$ cat src/design/lzsw_pkg.sv
// Shared types and constants for the LZSS window decompressor.
package lzsw_pkg;

	localparam int unsigned WIN_AW    = 12;
	localparam int unsigned WIN_DEPTH = 1 << WIN_AW;
	localparam logic [WIN_AW-1:0] WIN_START = 12'hFEE;
	localparam logic [WIN_AW-1:0] WIN_LAST  = 12'hFFF;
	localparam logic [4:0] MIN_MATCH = 5'd3;

	typedef enum logic [1:0] {
		ST_CLEAR,
		ST_IDLE,
		ST_LIT,
		ST_COPY
	} state_t;

	typedef enum logic [2:0] {
		PH_HDR0  = 3'd0,
		PH_HDR1  = 3'd1,
		PH_HDR2  = 3'd2,
		PH_HDR3  = 3'd3,
		PH_ITEM  = 3'd4,
		PH_MATCH = 3'd5,
		PH_DONE  = 3'd6
	} phase_t;

	typedef struct packed {
		logic              we;
		logic [WIN_AW-1:0] waddr;
		logic [7:0]        wdata;
		logic              re;
		logic [WIN_AW-1:0] raddr;
	} ram_req_t;

	typedef struct packed {
		logic       load;
		logic [7:0] data;
		logic       run_last;
		logic       stream_last;
	} out_word_t;

endpackage

$ cat src/design/lzsw_seq.sv
// Sequencer: header, flag and match parsing, window clear and copy loop.
module lzsw_seq (
	input  logic                 clk,
	input  logic                 arst_n,
	input  logic                 in_valid,
	output logic                 in_ready,
	input  logic [7:0]           in_byte,
	input  logic                 in_start,
	input  logic                 out_free,
	input  logic [7:0]           rd_data,
	output lzsw_pkg::ram_req_t   ram_req,
	output lzsw_pkg::out_word_t  ob
);

	lzsw_pkg::state_t state_q, state_d;
	lzsw_pkg::phase_t phase_q, phase_d;

	logic [31:0]               rem_q, rem_d, rem_dec;
	logic [8:0]                flag_q, flag_d;
	logic [7:0]                mlow_q, mlow_d;
	logic [lzsw_pkg::WIN_AW-1:0] wp_q, wp_d;
	logic [lzsw_pkg::WIN_AW-1:0] clr_q, clr_d;
	logic [7:0]                lit_q, lit_d;
	logic [lzsw_pkg::WIN_AW-1:0] rd_ptr_q, rd_ptr_d;
	logic [4:0]                rd_left_q, rd_left_d;
	logic [4:0]                em_left_q, em_left_d;
	logic                      dv_q, dv_d;
	logic                      byp_q, byp_d;
	logic [7:0]                byp_data_q, byp_data_d;

	logic       put_en;
	logic [7:0] put_byte;
	logic       put_run_last;
	logic       fin;
	logic [7:0] copy_byte;

	assign rem_dec   = rem_q - 32'd1;
	assign fin       = (rem_dec == 32'd0);
	// a read that hit the address written in the same cycle sees the new byte
	assign copy_byte = byp_q ? byp_data_q : rd_data;

	always_ff @(posedge clk or negedge arst_n) begin
		if (!arst_n) begin
			state_q <= lzsw_pkg::ST_CLEAR;
		end else begin
			state_q <= state_d;
		end
	end

	always_ff @(posedge clk or negedge arst_n) begin
		if (!arst_n) begin
			phase_q   <= lzsw_pkg::PH_HDR0;
			rem_q     <= '0;
			flag_q    <= '0;
			mlow_q    <= '0;
			wp_q      <= lzsw_pkg::WIN_START;
			clr_q     <= '0;
			rd_left_q <= '0;
			em_left_q <= '0;
			dv_q      <= 1'b0;
			byp_q     <= 1'b0;
		end else begin
			phase_q   <= phase_d;
			rem_q     <= rem_d;
			flag_q    <= flag_d;
			mlow_q    <= mlow_d;
			wp_q      <= wp_d;
			clr_q     <= clr_d;
			rd_left_q <= rd_left_d;
			em_left_q <= em_left_d;
			dv_q      <= dv_d;
			byp_q     <= byp_d;
		end
	end

	always_ff @(posedge clk) begin
		lit_q      <= lit_d;
		rd_ptr_q   <= rd_ptr_d;
		byp_data_q <= byp_data_d;
	end

	always_comb begin
		state_d      = state_q;
		phase_d      = phase_q;
		rem_d        = rem_q;
		flag_d       = flag_q;
		mlow_d       = mlow_q;
		wp_d         = wp_q;
		clr_d        = clr_q;
		lit_d        = lit_q;
		rd_ptr_d     = rd_ptr_q;
		rd_left_d    = rd_left_q;
		em_left_d    = em_left_q;
		dv_d         = dv_q;
		byp_d        = byp_q;
		byp_data_d   = byp_data_q;
		ram_req      = '0;
		ob           = '0;
		put_en       = 1'b0;
		put_byte     = lit_q;
		put_run_last = 1'b1;
		in_ready     = (state_q == lzsw_pkg::ST_IDLE);

		case (state_q)
			lzsw_pkg::ST_CLEAR: begin
				ram_req.we    = 1'b1;
				ram_req.waddr = clr_q;
				ram_req.wdata = 8'h00;
				clr_d         = clr_q + 1'b1;
				if (clr_q == lzsw_pkg::WIN_LAST) begin
					state_d = lzsw_pkg::ST_IDLE;
				end
			end
			lzsw_pkg::ST_IDLE: begin
				if (in_valid) begin
					if (in_start) begin
						rem_d   = {24'd0, in_byte};
						phase_d = lzsw_pkg::PH_HDR1;
						wp_d    = lzsw_pkg::WIN_START;
						flag_d  = '0;
						mlow_d  = '0;
						clr_d   = '0;
						state_d = lzsw_pkg::ST_CLEAR;
					end else begin
						case (phase_q)
							lzsw_pkg::PH_HDR0: begin
								rem_d   = {24'd0, in_byte};
								phase_d = lzsw_pkg::PH_HDR1;
							end
							lzsw_pkg::PH_HDR1: begin
								rem_d   = rem_q | {16'd0, in_byte, 8'd0};
								phase_d = lzsw_pkg::PH_HDR2;
							end
							lzsw_pkg::PH_HDR2: begin
								rem_d   = rem_q | {8'd0, in_byte, 16'd0};
								phase_d = lzsw_pkg::PH_HDR3;
							end
							lzsw_pkg::PH_HDR3: begin
								rem_d   = rem_q | {in_byte, 24'd0};
								phase_d = (rem_d == 32'd0) ? lzsw_pkg::PH_DONE
								                           : lzsw_pkg::PH_ITEM;
							end
							lzsw_pkg::PH_ITEM: begin
								if (flag_q[8:1] == 8'd0) begin
									flag_d = {1'b1, in_byte};
								end else begin
									flag_d = {1'b0, flag_q[8:1]};
									if (flag_q[0]) begin
										lit_d   = in_byte;
										state_d = lzsw_pkg::ST_LIT;
									end else begin
										mlow_d  = in_byte;
										phase_d = lzsw_pkg::PH_MATCH;
									end
								end
							end
							lzsw_pkg::PH_MATCH: begin
								rd_ptr_d  = {in_byte[7:4], mlow_q};
								rd_left_d = {1'b0, in_byte[3:0]} + lzsw_pkg::MIN_MATCH;
								em_left_d = {1'b0, in_byte[3:0]} + lzsw_pkg::MIN_MATCH;
								dv_d      = 1'b0;
								phase_d   = lzsw_pkg::PH_ITEM;
								state_d   = lzsw_pkg::ST_COPY;
							end
							default: begin
							end
						endcase
					end
				end
			end
			lzsw_pkg::ST_LIT: begin
				if (out_free) begin
					put_en   = 1'b1;
					put_byte = lit_q;
					state_d  = lzsw_pkg::ST_IDLE;
				end
			end
			lzsw_pkg::ST_COPY: begin
				if (dv_q && out_free) begin
					put_en       = 1'b1;
					put_byte     = copy_byte;
					put_run_last = (em_left_q == 5'd1) || fin;
					em_left_d    = em_left_q - 5'd1;
					dv_d         = 1'b0;
					if (put_run_last) begin
						state_d = lzsw_pkg::ST_IDLE;
					end
				end
				if ((rd_left_q != 5'd0) && (!dv_q || out_free)) begin
					ram_req.re = 1'b1;
					ram_req.raddr = rd_ptr_q;
					rd_ptr_d   = rd_ptr_q + 1'b1;
					rd_left_d  = rd_left_q - 5'd1;
					dv_d       = 1'b1;
					byp_d      = put_en && (rd_ptr_q == wp_q);
					byp_data_d = copy_byte;
				end
			end
			default: begin
				state_d = lzsw_pkg::ST_IDLE;
			end
		endcase

		// one output byte: window write, count down, present at the output
		if (put_en) begin
			ram_req.we     = 1'b1;
			ram_req.waddr  = wp_q;
			ram_req.wdata  = put_byte;
			wp_d           = wp_q + 1'b1;
			rem_d          = rem_dec;
			ob.load        = 1'b1;
			ob.data        = put_byte;
			ob.run_last    = put_run_last;
			ob.stream_last = fin;
			if (fin) begin
				phase_d = lzsw_pkg::PH_DONE;
			end
		end
	end

endmodule
$ cat config.mk
export PLATFORM = sky130hd
export DESIGN_NAME = lzsw_seq
export DESIGN_NICKNAME = d
export VERILOG_FILES = /design/src/design/lzsw_pkg.sv /design/src/design/lzsw_seq.sv
export SDC_FILE = /design/constraint.sdc
export NUM_CORES = 1
export LEC_CHECK = 0
export BUFFER_PORTS_ARGS = -buffer_cell sky130_fd_sc_hd__buf_4
export CAP_MARGIN = 20
export CORE_MARGIN = 3
export CORE_UTILIZATION = 60
export DETAILED_ROUTE_END_ITERATION = 10
export HOLD_SLACK_MARGIN = 0.06
export PLACE_DENSITY_LB_ADDON = 0.08
export SLEW_MARGIN = 20
export SYNTH_ARGS = -nofsm -noshare
export SYNTH_HDL_FRONTEND = slang
export SYNTH_SLANG_ARGS = --single-unit
$ cat constraint.sdc
create_clock -name clk -period 4.2 [get_ports clk]
set_input_delay 1.05 -clock clk [delete_from_list [all_inputs] [get_ports clk]]
set_output_delay 1.05 -clock clk [all_outputs]
set_load 0.01 [all_outputs]
==> results of run 1 <==
## worst paths after layout
kind / slack (ns) / cells after the start / start / endpoint
max: -0.18 / 10 / rem_q[0] / ob[1]
min: 0.48 / 2 / mlow_q[1] / mlow_q[1]
min reg2reg: 0.48 / 2 / mlow_q[1] / mlow_q[1]
min in group asynchronous: 0.68 / 1 / arst_n / rd_left_q[3]
max in group asynchronous: 2.87 / 2 / arst_n / clr_q[7]
max reg2reg: 1.13 / 10 / rem_q[0] / state_q[1]
## sequential cells by signal, indices dropped and copies added, names as in the netlist
| register | count |
|---|---|
| rd_ptr_q | 12 |
| rd_left_q | 5 |
| rem_q | 32 |
| em_left_q | 5 |
| phase_q | 3 |
| byp_q | 1 |
| clr_q | 12 |
| state_q | 2 |
| flag_q | 9 |
| wp_q | 12 |
| lit_q | 8 |
| mlow_q | 8 |
| byp_data_q | 8 |
| dv_q | 1 |
## worst max-delay path, cell delays in order (launching register included)
cell,delay [ns]
dfrtp_1,0.40
buf_6,0.15
or4_4,0.59
nor2_4,0.12
buf_6,0.13
nand4_1,0.14
xnor2_2,0.20
or4_4,0.44
or3_4,0.43
a31oi_1,0.17
buf_4,0.14
## cell type report
type	instances	share of cell area
Multi-Input combinational cell	647	0.451
Sequential cell	118	0.356
Timing Repair Buffer	107	0.0952
Clock buffer	20	0.0548
Tap cell	143	0.0205
Clock inverter	12	0.0133
Inverter	20	0.00861
## placed cells by master, fill, tap and decap left out, types with 8 or more instances in the layout
cell       synthesis  layout
ha_1              10       9
a22oi_1           10      10
clkbuf_16          0      18
nand3_1           21      21
nor2_1            72      72
nand2b_1          16      16
nand2_1           98      98
or3_1             11      10
dfrtp_1           80      80
buf_4             12     100
nor4_1            12      11
edfxtp_1          28      28
nand4_1           15      15
o21ai_0           86      85
xor2_1            27      27
mux2_2             9       9
nor3_1            48      47
xnor2_1           18      17
a21oi_1           52      52
a31oi_1            8       8
dfstp_2           10      10
inv_1             20      18
and3_1            20      20
a22o_1            12      12
## metal layers
layer  global-route usage  vias up
met5                    0        -
met4                0.147        4
met3               0.0834       81
met2                0.511      396
met1                0.443     3351
li1                     -     3196
## timing repair
item,4_1_cts,5_1_grt
endpoints found under the setup margin,2,2
pin swaps,9,10
setup buffers,8,6
resized for setup,8,14
## kinds of logic after synthesis
kind of cell               Yosys count  synth area share
and+or+nand+nor                    354             0.246
AOI/OAI and AO/OA                  228             0.193
muxes                               10            0.0151
buffers and inverters               87            0.0529
adders and majority gates           10            0.0170
xor gates and xnor gates            45            0.0536
DFF                                118             0.422
## report_power, final
group,switching [W],total (W),internal (W)
Combinational,0.00203,0.00350,0.00147
Sequential,0.000587,0.00229,0.00171
Clock,0.000565,0.00145,0.000887
Total,0.00319,0.00725,0.00406
## per-stage QoR
step	hold WS, ns	TNS, ns	setup slack (ns)
final	0.480	-0.348	-0.184
after global routing	0.516	-0.576	-0.291
after CTS	0.483	-0.173	-0.173
after detailed placement	0.470	0	0.0683
after global placement	0.464	0	0.116
after floorplan	0.448	0	0.171
==> impl_metrics.env, run 1 <==
export IMPL_grt_pass1_wl_um=35100
export IMPL_place_area_mm2=0.00791
export IMPL_synth_most_common_cell="nand2_1"
export IMPL_finalHoldViolations=0
export IMPL_wl_met1_um=8850
export IMPL_io_pins=67
export IMPL_synthFlopType="dfrtp_1"
export IMPL_cp_arrival_ns=3.33
export IMPL_p_total_w=0.00725
export IMPL_grt_setup_unrepaired="yes"
export IMPL_insertedDiodeCount=0
export IMPL_seq_area_frac_synth=0.422
export IMPL_cts_hold_buf=0
export IMPL_p_per_area_mw_per_mm2=831
export IMPL_drv_slew=0
export IMPL_grt_usage=0.331
export IMPL_dp_cells=1021
export IMPL_ys_warn_count=0
export IMPL_netlist_area_leader_share=0.272
export IMPL_relSlewSlack=0.328
export IMPL_start_util=0.628
export IMPL_final_core_util=0.744
export IMPL_num_vias=7028
export IMPL_synth_distinct_cells=73
export IMPL_fill_cells=862
export IMPL_async_flop_share=0.763
export IMPL_required_ns=3.15
export IMPL_htree_levels=4
export IMPL_ir_drop_v=0.000420
export IMPL_maxUsedRoutingLayer="met5"
export IMPL_synth_edf_count=28
export IMPL_cp_end_kind="output pin"
export IMPL_wl_um=21500
export IMPL_finalClockSkew_ns=0.0100
export IMPL_via_per_inst=6.59
export IMPL_multi_input_comb_area_mm2=0.00393
export IMPL_cp_max_fo=7
export IMPL_grt_max_degree=86
export IMPL_core_mm2=0.0117
export IMPL_cts_tree="built"
export IMPL_register_area_mm2=0.00311
export IMPL_row_count=39
export IMPL_cts_buffer_depth=2
export IMPL_dp_hpwl_um=14200
export IMPL_antenna_found_initial=2
export IMPL_portBuffers=66
export IMPL_status="finished with violations"
export IMPL_setup_ws_ns=-0.184
export IMPL_die_y_um=117
export IMPL_syn_avg_cell_area_um2=8.63
export IMPL_drt_pass1_iter_count=5
export IMPL_synth_fp_nets=883
export IMPL_insertion_delay_ns=0.42
export IMPL_hp_class="register to register"
export IMPL_drt_iter0_markers=907
export IMPL_yosys_top_cells_count="98 x nand2_1, 86 x o21ai_0, 80 x dfrtp_1, 72 x nor2_1, 52 x a21oi_1"
export IMPL_violations="negative setup slack"
export IMPL_drive_gt1_frac=0.197
export IMPL_avgRoutedWirePerCell_um=20.2
export IMPL_crit_type="register to output pin"
export IMPL_dieWidth_um=117
export IMPL_max_cap_violations=0
export IMPL_cts_buffers=17
export IMPL_netlist_area_mm2=0.00735
export IMPL_setup_viol=2
export IMPL_finalNetCount=942
export IMPL_post_synth_top_area_cell="dfrtp_1"
export IMPL_area_growth_pct=18.6
export IMPL_dr_wl_met3_um=1910
export IMPL_synth_cells=852
export IMPL_start_kind="register"
export IMPL_grt_pass1_vias=6758
export IMPL_final_cells=1067
export IMPL_gp_congestion=0.933
export IMPL_ys_ff_latch=118
export IMPL_fin_crit_sh=1.04
export IMPL_clock_fmax_ghz=0.228
export IMPL_drc=0
export IMPL_fin_area_mm2=0.00872
export IMPL_clk_transition_reported_paths_ns=0.06
export IMPL_postRouteAntennaNets=0
export IMPL_cts_root_buf="clkbuf_16"
export IMPL_p_leak_nw=3.66
export IMPL_fin_crit_ns=4.38
export IMPL_clkSinkCount=118
export IMPL_grt_ovfl_total=0
export IMPL_fp_dieArea_mm2=0.0136
export IMPL_synthTopCellsByArea="dfrtp_1 27%, edfxtp_1 11%, o21ai_0 5.9%"
export IMPL_tightest_slew_ns=1.01
export IMPL_met2WireLength_um=9900
Power figures use the tool's default switching activity.
==> run 2, diff against run 1 <==
- BUFFER_PORTS_ARGS: -buffer_cell sky130_fd_sc_hd__buf_4 -> -buffer_cell sky130_fd_sc_hd__buf_2
==> impl_metrics.env, run 2 (same netlist as run 1, synthesis figures left out) <==
export IMPL_avgRoutedWirePerCell_um=20.0
export IMPL_start_kind="register"
export IMPL_p_per_area_mw_per_mm2=829
export IMPL_wl_um=21200
export IMPL_dp_cells=1019
export IMPL_fin_crit_ns=4.31
export IMPL_final_cell_mix="97 x nand2_1, 86 x o21ai_0, 78 x dfrtp_1"
export IMPL_setup_viol=2
export IMPL_dieWidth_um=117
export IMPL_portBuffers=66
export IMPL_required_ns=3.15
export IMPL_cts_buffer_depth=2
export IMPL_holdPathStages=2
export IMPL_grt_setup_unrepaired="yes"
export IMPL_p_total_w=0.00701
export IMPL_cp_max_fo=10
export IMPL_hp_class="register to register"
export IMPL_finalNetCount=936
export IMPL_tightest_slew_ns=1.03
export IMPL_largest_reg_flops=32
export IMPL_timing_hold_ws_ns=0.489
export IMPL_drt_iter0_markers=812
export IMPL_grt_usage=0.316
export IMPL_num_vias=6885
export IMPL_violations="negative setup slack"
export IMPL_max_cap_violations=0
export IMPL_htree_levels=4
export IMPL_finalClockSkew_ns=0.0109
export IMPL_largest_register="rem_q"
export IMPL_final_common_cell="nand2_1"
export IMPL_holdPathEnd="mlow_q[1]"
export IMPL_drive_gt1_frac=0.188
export IMPL_final_core_util=0.722
export IMPL_setup_ws_ns=-0.106
export IMPL_die_y_um=117
export IMPL_drc=0
export IMPL_ir_drop_v=0.000498
export IMPL_finalHoldViolations=0
export IMPL_status="finished with violations"
export IMPL_clkSinkCount=118
export IMPL_cts_root_buf="clkbuf_16"
export IMPL_dp_hpwl_um=14000
export IMPL_insertedDiodeCount=0
export IMPL_core_mm2=0.0117
export IMPL_antenna_found_initial=0
export IMPL_start_util=0.628
export IMPL_fin_crit_sh=1.03
export IMPL_cts_buffers=17
export IMPL_fp_dieArea_mm2=0.0136
export IMPL_clock_fmax_ghz=0.232
export IMPL_grt_max_degree=87
export IMPL_clk_transition_reported_paths_ns=0.05
export IMPL_via_per_inst=6.49
export IMPL_p_leak_nw=3.56
export IMPL_rr_endpoint="rem_q[25]"
export IMPL_cts_hold_buf=0
export IMPL_r2r_slack_ns=1.20
export IMPL_cp_end_kind="output pin"
export IMPL_grt_ovfl_total=0
export IMPL_area_growth_pct=15.0
export IMPL_grt_pass1_wl_um=33400
export IMPL_cp_arrival_ns=3.26
export IMPL_crit_type="register to output pin"
export IMPL_row_count=39
export IMPL_drt_pass1_iter_count=6
export IMPL_r2r_cells=7
export IMPL_postRouteAntennaNets=0
export IMPL_r2r_start="state_q[1]"
export IMPL_final_cells=1061
export IMPL_io_pins=67
export IMPL_gp_congestion=0.916
export IMPL_grt_pass1_vias=6419
export IMPL_hold_start="mlow_q[1]"
export IMPL_relSlewSlack=0.307
export IMPL_insertion_delay_ns=0.42
export IMPL_cts_tree="built"
export IMPL_tns_ns=-0.110
export IMPL_drv_slew=0
## run 2: cell count changes in the layout (fill, tap and decap cells not counted), sizes merged
cell      previous run  this run
clkinvlp             3         0
clkbuf              20        27
buf                107       101
inv                 24        20
## run 2: power by group
group | internal, W | total [W] | switching [W]
Clock | 0.000858 | 0.00137 | 0.000509
Sequential | 0.00171 | 0.00230 | 0.000589
Combinational | 0.00134 | 0.00335 | 0.00201
Total | 0.00390 | 0.00701 | 0.00311
## run 2: metrics by stage
| step | area [um2] | worst slack, ns |
|---|---|---|
| after floorplan | 7350 | 0.171 |
| after global placement | 7740 | 0.0972 |
| after detailed placement | 7740 | 0.00180 |
| after CTS | 8330 | -0.172 |
| after global routing | 8450 | -0.199 |
| final | 8450 | -0.106 |
## run 2: critical path: stages (launching register included)
cell,delay (ns)
dfrtp_1,0.40
buf_6,0.16
nor4_4,0.37
buf_4,0.19
a32o_1,0.16
a21oi_1,0.07
or4_4,0.54
a211o_1,0.27
or3_4,0.38
a31oi_1,0.17
buf_2,0.15
## run 2: worst max path at each step
stage	slack [ns]	start	end	cells past startpoint
6_report	-0.11	rem_q[0]	ob[1]	10
2_1_floorplan	0.17	rem_q[0]	ob[1]	11
5_1_grt	-0.20	rem_q[7]	ob[1]	9
4_1_cts	-0.17	rem_q[1]	ob[1]	10
3_3_place_gp	0.1	rem_q[1]	ob[1]	10
3_5_place_dp	0.002	rem_q[1]	ob[1]	10
## run 2: final cells by class
| class | count | area [um2] |
|---|---|---|
| Clock buffer | 27 | 493 |
| Inverter | 20 | 75.1 |
| Clock inverter | 5 | 53.8 |
| Tap cell | 143 | 179 |
| Sequential cell | 118 | 3110 |
| Multi-Input combinational cell | 647 | 3940 |
| Fill cell | 914 | 3260 |
| Timing Repair Buffer | 101 | 607 |
## run 2: metal layers
layer,track usage,vias to the layer above,part of all wire,wire length [um]
met5,0,-,0,0
met4,0.101,0,0.020,423
met3,0.0601,30,0.079,1680
met2,0.501,330,0.47,9970
met1,0.442,3335,0.43,9170
li1,-,3190,-,-
## run 2: repair_timing
action / in CTS / in global routing
buffers inserted: 4 / 6
gates resized for setup: 5 / 15
pin swaps: 4 / 5
endpoints found under the setup margin: 2 / 2
==> run 3, diff against run 2 <==
- ABC_AREA: unset -> 1
- CELL_PAD_IN_SITES_DETAIL_PLACEMENT: unset -> 1
- CELL_PAD_IN_SITES_GLOBAL_PLACEMENT: unset -> 2
- CORE_UTILIZATION: 60 -> 34
- GPL_ROUTABILITY_DRIVEN: unset -> 0
==> impl_metrics.env, run 3 <==
export IMPL_synth_fp_nets=1142
export IMPL_finalClockSkew_ns=0.0145
export IMPL_fp_dieArea_mm2=0.0248
export IMPL_grt_pass1_vias=7863
export IMPL_start_util=0.351
export IMPL_clk_transition_reported_paths_ns=0.06
export IMPL_status="completed"
export IMPL_die_y_um=157
export IMPL_portBuffers=66
export IMPL_cp_arrival_ns=2.86
export IMPL_place_area_mm2=0.00838
export IMPL_fin_crit_ns=3.91
export IMPL_hp_class="register to register"
export IMPL_drt_pass1_iter_count=5
export IMPL_p_per_area_mw_per_mm2=720
export IMPL_tns_ns=0
export IMPL_cts_buffer_depth=2
export IMPL_final_core_util=0.406
export IMPL_wl_um=27900
export IMPL_timing_hold_ws_ns=0.528
export IMPL_cp_max_fo=13
export IMPL_worstPathCellList="nor2_2, nand2_2, nor2_4, nand2_1, nand2_1, nand2_1, nor2_1, nand2_1, nor3_1, nand3_1, nand2_1, o21ai_0, inv_1, buf_2"
export IMPL_rr_endpoint="rem_q[5]"
export IMPL_clkSinkCount=118
export IMPL_antenna_found_initial=0
export IMPL_synth_distinct_cells=44
export IMPL_cp_slowest_cell="dfrtp_1"
export IMPL_combPwrFrac=0.424
export IMPL_core_mm2=0.0222
export IMPL_synth_edf_count=28
export IMPL_muxShareOfSynthArea=0
export IMPL_area_growth_pct=15.5
export IMPL_critical_path_max_stage_delay_ns=0.44
export IMPL_final_cell_mix="261 x nand2_1, 168 x nor2_1, 128 x inv_1"
export IMPL_htree_levels=4
export IMPL_yosys_top_cells_count="262 x nand2_1, 170 x nor2_1, 129 x inv_1, 115 x o21ai_0, 80 x dfrtp_1"
export IMPL_avgRoutedWirePerCell_um=19.0
export IMPL_cp_top_family="simple AND/OR/NAND/NOR gates"
export IMPL_insertion_delay_ns=0.44
export IMPL_clock_fmax_ghz=0.256
export IMPL_final_common_cell="nand2_1"
export IMPL_synth_top_family_by_area="simple AND/OR/NAND/NOR gates"
export IMPL_synth_fa_ha_area_frac=0.0161
export IMPL_relSlewSlack=0.324
export IMPL_finalHoldViolations=0
export IMPL_seq_area_frac_synth=0.399
export IMPL_drive_gt1_frac=0.146
export IMPL_tightest_slew_ns=1.01
export IMPL_drv_slew=0
export IMPL_synth_compound_area_frac=0.165
export IMPL_post_cts_setup_buffer_count=0
export IMPL_synth_xor_area_share=0.0146
export IMPL_fin_area_mm2=0.00899
export IMPL_drt_iter0_markers=443
export IMPL_start_kind="register"
export IMPL_pwr_share_clk=0.228
export IMPL_ys_ff_latch=118
export IMPL_ys_warn_count=0
export IMPL_cp_num_buf_inv=2
export IMPL_p_leak_nw=4.05
export IMPL_synth_most_common_cell="nand2_1"
export IMPL_fin_crit_sh=0.931
export IMPL_row_count=54
export IMPL_dp_cells=1433
export IMPL_cpMostUsedCell="nand2_1"
export IMPL_yosys_area_share_simple=0.309
export IMPL_grt_setup_unrepaired="no"
export IMPL_max_cap_violations=0
export IMPL_async_flop_share=0.763
export IMPL_power_frac_seq=0.348
export IMPL_num_vias=7622
export IMPL_via_per_inst=5.20
export IMPL_synthTopCellsByArea="dfrtp_1 26%, nand2_1 13%, edfxtp_1 11%"
export IMPL_setup_viol=0
export IMPL_cts_tree="built"
export IMPL_final_cells=1465
export IMPL_r2r_cells=10
export IMPL_insertedDiodeCount=0
export IMPL_synthFlopType="dfrtp_1"
export IMPL_largest_register="rem_q"
export IMPL_worst_path_stages=14
export IMPL_postRouteAntennaNets=0
export IMPL_required_ns=3.15
export IMPL_dieWidth_um=157
export IMPL_fill_cells=2869
export IMPL_netlist_area_leader_share=0.257
export IMPL_io_pins=67
export IMPL_r2r_slack_ns=1.33
export IMPL_cts_root_buf="clkbuf_16"
export IMPL_switchingPower_w=0.00301
export IMPL_cts_buffers=17
export IMPL_critPathCapture="ob[1]"
export IMPL_netlist_area_mm2=0.00779
export IMPL_post_synth_top_area_cell="dfrtp_1"
export IMPL_syn_avg_cell_area_um2=7.01
export IMPL_synth_cells=1111
export IMPL_setup_worst_path_start="rem_q[2]"
export IMPL_largest_reg_flops=32
export IMPL_grt_usage=0.234
export IMPL_r2r_start="state_q[1]"
export IMPL_grt_ovfl_total=0
export IMPL_crit_type="register to output pin"
export IMPL_drc=0
export IMPL_p_sw_frac=0.466
export IMPL_p_int_w=0.00346
export IMPL_finalNetCount=1203
export IMPL_ir_drop_v=0.000294
export IMPL_grt_pass1_wl_um=44600
export IMPL_dp_hpwl_um=20900
export IMPL_grt_max_degree=69
export IMPL_cp_end_kind="output pin"
[run 3: worst min path at each step]
| stage | slack, ns | start | end | depth (start not counted) |
|---|---|---|---|---|
| 3_5_place_dp | 0.52 | mlow_q[1] | mlow_q[1] | 2 |
| 4_1_cts | 0.53 | mlow_q[1] | mlow_q[1] | 2 |
| 3_3_place_gp | 0.50 | clr_q[10] | clr_q[10] | 1 |
| 5_1_grt | 0.56 | mlow_q[0] | mlow_q[0] | 2 |
| 2_1_floorplan | 0.46 | clr_q[10] | clr_q[10] | 1 |
| 6_report | 0.53 | flag_q[7] | flag_q[7] | 2 |
[run 3: final cells by class]
type | count | area [um2] | area share
clock buffer | 17 | 425 | 0.0473
clock inverter | 15 | 153 | 0.0170
inverter | 142 | 533 | 0.0593
multi-input combinational | 811 | 3970 | 0.441
sequential | 118 | 3110 | 0.345
tap | 280 | 350 | 0.0390
timing repair buffer | 82 | 457 | 0.0508
[run 3: cells by family (layout without fill, tap and decap cells)]
family          Yosys count  count (layout)
compound gates          231             231
xor+xnor                 13              13
fa+ha+maj                10              10
buf+inv                 182             256
flops                   118             118
simple gates            557             557
[run 3: stage by stage]
stage / power (W) / setup slack, ns
2_1_floorplan: 0.00404 / 0.799
3_3_place_gp: 0.00495 / 0.463
3_5_place_dp: 0.00500 / 0.461
4_1_cts: 0.00651 / 0.0145
5_1_grt: 0.00708 / 0.0184
6_report: 0.00647 / 0.289
[run 3: power by group through the flow]
stage                     Clock [W]  Combinational (W)  Sequential, W
final                       0.00148            0.00274        0.00225
after floorplan                   0            0.00198        0.00206
after global placement            0            0.00271        0.00224
after CTS                   0.00151            0.00276        0.00224
after detailed placement          0            0.00274        0.00226
after global routing        0.00157            0.00318        0.00233
[run 3: worst register-to-register path: cells and delay by family, from the launching register on]
kind                   cells  cell delay [ns]
flip-flops                 1             0.50
AND/OR/NAND/NOR            5             0.98
AO/OA/AOI/OAI              3             0.80
buffers and inverters      2             0.48
[run 3: repair_timing]
action,in CTS,in global routing
setup endpoints to repair,1,2
hold buffers,0,0
gates cloned,0,0
gates resized for setup,1,9
[run 3: per-layer routing]
layer  wire length, um  GRT usage
met1             13700      0.333
met4               614     0.0723
met2             12500      0.368
met5                 0          0
met3              1040     0.0368
